$ cat config.mk
export PLATFORM = sky130hd
export DESIGN_NAME = tdp_rem
export DESIGN_NICKNAME = d
export VERILOG_FILES = /design/src/rtl/tdp_pkg.sv /design/src/rtl/tdp_rem.sv
export SDC_FILE = /design/constraint.sdc
export NUM_CORES = 1
export LEC_CHECK = 0
export BUFFER_PORTS_ARGS = -buffer_cell sky130_fd_sc_hd__buf_2
export CAP_MARGIN = 10
export CORE_UTILIZATION = 52
export CTS_CLUSTER_DIAMETER = 40
export DETAILED_ROUTE_END_ITERATION = 16
export GPL_TIMING_DRIVEN = 1
export PLACE_DENSITY = 0.77
export SYNTH_ARGS = -nofsm -noshare
export SYNTH_HDL_FRONTEND = slang
export SYNTH_SLANG_ARGS = --single-unit
$ cat constraint.sdc
create_clock -name clk -period 2.66 [get_ports clk]
set_clock_uncertainty 0.05 [all_clocks]
set_input_delay 0.133 -clock clk [delete_from_list [all_inputs] [get_ports clk]]
set_output_delay 0.133 -clock clk [all_outputs]
set_load 0.1 [all_outputs]
$ cat src/rtl/tdp_pkg.sv
`default_nettype none

package tdp_pkg;

  localparam int NUMBER_WIDTH_DEF = 32;

  // status of the remainder unit back to the sequencer
  typedef struct packed {
    logic done;
    logic zero;
  } tdp_rem_stat_t;

endpackage

`default_nettype wire

$ cat src/rtl/tdp_rem.sv
`default_nettype none

module tdp_rem import tdp_pkg::*; #(
  parameter int NUMBER_WIDTH = NUMBER_WIDTH_DEF,
  parameter int DIV_WIDTH    = (NUMBER_WIDTH + 1) / 2 + 1
) (
  input  wire logic                    clk,
  input  wire logic                    rst_n,
  input  wire logic                    start,
  input  wire logic [NUMBER_WIDTH-1:0] dividend,
  input  wire logic [DIV_WIDTH-1:0]    divisor,
  output tdp_rem_stat_t                stat
);

  localparam int CW = $clog2(NUMBER_WIDTH + 1);

  logic [NUMBER_WIDTH-1:0] sh_r, sh_nxt;
  logic [DIV_WIDTH-1:0]    rem_r, rem_nxt;
  logic [CW-1:0]           cnt_r, cnt_nxt;
  logic                    done_r, done_nxt;
  logic [DIV_WIDTH:0]      trial;

  // restoring division, one dividend bit per cycle, msb first
  assign trial = {rem_r, sh_r[NUMBER_WIDTH-1]};

  always_comb begin
    sh_nxt   = sh_r;
    rem_nxt  = rem_r;
    cnt_nxt  = cnt_r;
    done_nxt = 1'b0;
    if (start) begin
      sh_nxt  = dividend;
      rem_nxt = '0;
      cnt_nxt = CW'(NUMBER_WIDTH);
    end else if (cnt_r != '0) begin
      sh_nxt = {sh_r[NUMBER_WIDTH-2:0], 1'b0};
      if (trial >= {1'b0, divisor}) begin
        rem_nxt = DIV_WIDTH'(trial - {1'b0, divisor});
      end else begin
        rem_nxt = trial[DIV_WIDTH-1:0];
      end
      cnt_nxt  = cnt_r - CW'(1);
      done_nxt = (cnt_r == CW'(1));
    end
  end

  always_ff @(posedge clk) begin
    if (!rst_n) begin
      cnt_r  <= '0;
      done_r <= 1'b0;
    end else begin
      cnt_r  <= cnt_nxt;
      done_r <= done_nxt;
    end
  end

  always_ff @(posedge clk) begin
    sh_r  <= sh_nxt;
    rem_r <= rem_nxt;
  end

  assign stat.done = done_r;
  assign stat.zero = (rem_r == '0);

endmodule

`default_nettype wire

==> impl_metrics.env <==
export IMPL_start_util=0.541
export IMPL_die_w_um=83.5
export IMPL_multi_input_area_um2=1830
export IMPL_grt_pass1_wl_um=11400
export IMPL_cp_end_kind="flop"
export IMPL_antenna_found_initial=0
export IMPL_synth_mux_area_fraction=0.110
export IMPL_place_inst=461
export IMPL_synth_seq_cells=56
export IMPL_slew_headroom=0.579
export IMPL_seq_power_share=0.366
export IMPL_antenna_left=0
export IMPL_path_buf_inv=2
export IMPL_switching_share=0.426
export IMPL_p_sw_uw=1760
export IMPL_syn_avg_cell_area_um2=10.3
export IMPL_place_area_um2=3780
export IMPL_cts_buffer_depth=2
export IMPL_fmax_ghz=0.393
export IMPL_hp_class="in2reg"
export IMPL_startpoint_type="flop"
export IMPL_grt_pass1_vias=2482
export IMPL_critPathMaxStageDelay_ps=620
export IMPL_hold_viol_final=0
export IMPL_synthArstFlopShare=0
export IMPL_dieArea_um2=6970
export IMPL_clk_pin_slew_ps=100
export IMPL_pin_count=54
export IMPL_period_share=0.956
export IMPL_synth_xor_area_frac=0.0457
export IMPL_setup_viol=0
export IMPL_synthToLayoutAreaGrowth_pct=12.7
export IMPL_nets=465
export IMPL_cp_common_cell="inv_1"
export IMPL_track_usage=0.201
export IMPL_synth_compound_area_frac=0.142
export IMPL_h_tree_depth=2
export IMPL_ys_types=59
export IMPL_ys_seq_area_frac=0.418
export IMPL_fp_row_count=29
export IMPL_netlist_area_um2=3450
export IMPL_period_needed_ps=2540
export IMPL_synth_simple_area_share=0.149
export IMPL_cap_viol_max_count=0
export IMPL_fin_area_um2=3890
export IMPL_synthAdderAreaFrac=0.0783
export IMPL_setup_tns_ps=0
export IMPL_antenna_cells=0
export IMPL_crit_fanout=3
export IMPL_p_int_uw=2370
export IMPL_gr_total_overflow=0
export IMPL_critPathArrivalTime_ps=2750
export IMPL_drt_iter0_drc=159
export IMPL_worst_pin_slew_ps=625
export IMPL_post_drt_wl_per_cell_um=14.7
export IMPL_rsz0062_at_grt="false"
export IMPL_drive_gt1_frac=0.298
export IMPL_synth_edf_count=32
export IMPL_slowest_stage="or4b_2"
export IMPL_synth_top_family_by_area="simple AND/OR/NAND/NOR gates"
export IMPL_core_region_area_um2=6390
export IMPL_clock_latency_ps=300
export IMPL_viasPerCell=5.56
export IMPL_cts_buffers=5
export IMPL_status="complete, no violations"
export IMPL_drv_slew=0
export IMPL_finalNonFillerCells=470
export IMPL_clkPwrFrac=0.113
export IMPL_synth_warnings=0
export IMPL_wirelength_um=6910
export IMPL_ir_drop_mv=1.07
export IMPL_cts_setup_buffers=0
export IMPL_cts_tree="yes"
export IMPL_io_buffers=53
export IMPL_p_per_area_nw_per_um2=1060
export IMPL_synth_ff_type="edfxtp_1"
export IMPL_vias=2611
export IMPL_dr_pass1_iters=4
export IMPL_gp_congestion=0.862
export IMPL_p_comb_frac=0.521
export IMPL_crit_required_ps=2860
export IMPL_path_class="reg2reg"
export IMPL_syn_nets=409
export IMPL_crit_family="simple AND/OR/NAND/NOR gates"
export IMPL_final_fill_count=526
export IMPL_leakage_uw=0.00164
export IMPL_clockRootBuffer="clkbuf_8"
export IMPL_fp_dieH_um=83.5
export IMPL_grt_start_max_net_pins=41
export IMPL_clock_sinks=56
export IMPL_seqCellArea_um2=1440
export IMPL_crit_chain="inv_1, ha_1, inv_1, fa_2, a21o_2, a221oi_4, or4b_2, a31oi_1, nand2_1, nand3_1"
export IMPL_hpwlAfterDp_um=5070
export IMPL_synthCells=336
export IMPL_post_route_drc_count=0
==> power groups by stage <==
stage / clock, uW / combinational, uW / sequential [uW]
2_1_floorplan: 0 / 1770 / 1460
3_3_place_gp: 0 / 2070 / 1510
3_5_place_dp: 0 / 2120 / 1530
4_1_cts: 486 / 2140 / 1510
5_1_grt: 520 / 2370 / 1550
6_report: 469 / 2150 / 1520
==> sequential cells by signal, indices dropped and copies added (netlist names) <==
name / cells
rem_r: 17
cnt_r: 6
done_r: 1
sh_r: 32
==> repair_timing <==
item / CTS / global route
endpoints found under the setup margin: 0 / 5
endpoints found under the hold margin: 1 / 0
hold buffers: 1 / 0
gates resized for setup: 0 / 3
==> synthesized netlist by cell type, types with 3 or more instances <==
library cell,n,area share
a211oi_1,4,0.0087
a21o_2,3,0.0076
a21oi_1,20,0.029
a311oi_1,3,0.0076
a31oi_1,3,0.0054
a32oi_1,4,0.010
and2_1,3,0.0054
buf_6,5,0.016
clkbuf_1,5,0.0054
dfxtp_1,24,0.14
edfxtp_1,32,0.28
ha_1,20,0.072
inv_1,24,0.026
mux2_2,31,0.10
mux2i_1,3,0.0087
nand2_1,25,0.027
nand2b_1,7,0.013
nand3_1,12,0.017
nand4_1,3,0.0054
nor2_1,20,0.022
nor3_1,3,0.0043
nor4_1,6,0.011
o211ai_1,3,0.0065
o21ai_0,12,0.017
o21ai_1,4,0.0058
xnor2_1,12,0.030
xor2_1,6,0.015
==> cell usage in the layout (no fill, tap or decap), types with 4 or more instances in the layout <==
cell type   n
buf_2      53
edfxtp_1   32
mux2_2     31
nand2_1    25
inv_1      24
dfxtp_1    24
nor2_1     20
a21oi_1    20
ha_1       20
nand3_1    12
xnor2_1    12
o21ai_0    11
buf_4       9
nand2b_1    7
xor2_1      6
nor4_1      5
o21ai_1     5
clkbuf_8    5
a211oi_1    4
a32oi_1     4
==> area by class of cell <==
type	instances	area share
Clock buffer	5	0.0177
Multi-Input combinational cell	242	0.470
Clock inverter	3	0.00611
Timing Repair Buffer	63	0.0881
Inverter	24	0.0232
Tap cell	77	0.0248
Sequential cell	56	0.371
==> worst paths after layout <==
kind | startpoint | end | slack [ps] | depth (start not counted)
max | sh_r[31] | rem_r[8] | 120 | 10
min | dividend[19] | sh_r[19] | 70 | 2
max reg2reg | sh_r[31] | rem_r[8] | 120 | 10
min reg2reg | rem_r[2] | rem_r[2] | 490 | 2
==> per-layer routing <==
metal | track usage | vias up | part of all wire
met5 | 0 | - | 0
met4 | 0.0401 | 0 | 0.0081
met3 | 0.0386 | 4 | 0.037
met2 | 0.323 | 51 | 0.46
met1 | 0.284 | 1206 | 0.49
li1 | - | 1350 | -
==> worst reg2reg max path: stages, from the launching register on <==
cell,delay [ps]
edfxtp_1,370
inv_1,80
ha_1,150
inv_1,50
fa_2,340
a21o_2,260
a221oi_4,270
or4b_2,620
a31oi_1,170
nand2_1,70
nand3_1,60
==> logic make-up after synthesis <==
kind of cell	after synthesis
AND/OR/NAND/NOR	98
AO/OA/AOI/OAI	71
flip-flops	56
buffers and inverters	38
multiplexers	34
adder cells (fa/ha/maj)	21
XOR/XNOR	18
==> per-stage QoR <==
stage	worst slack [ps]	hold slack, ps	util	total power [uW]
detailed placement	43.2	314	0.592	3650
floorplan	130	211	-	3230
finish	118	71.7	0.609	4140
CTS	19.8	56.5	0.608	4130
global route	0.242	58.5	0.609	4440
global placement	151	312	0.592	3580
Note: power is estimated with default switching activity, not from simulation.
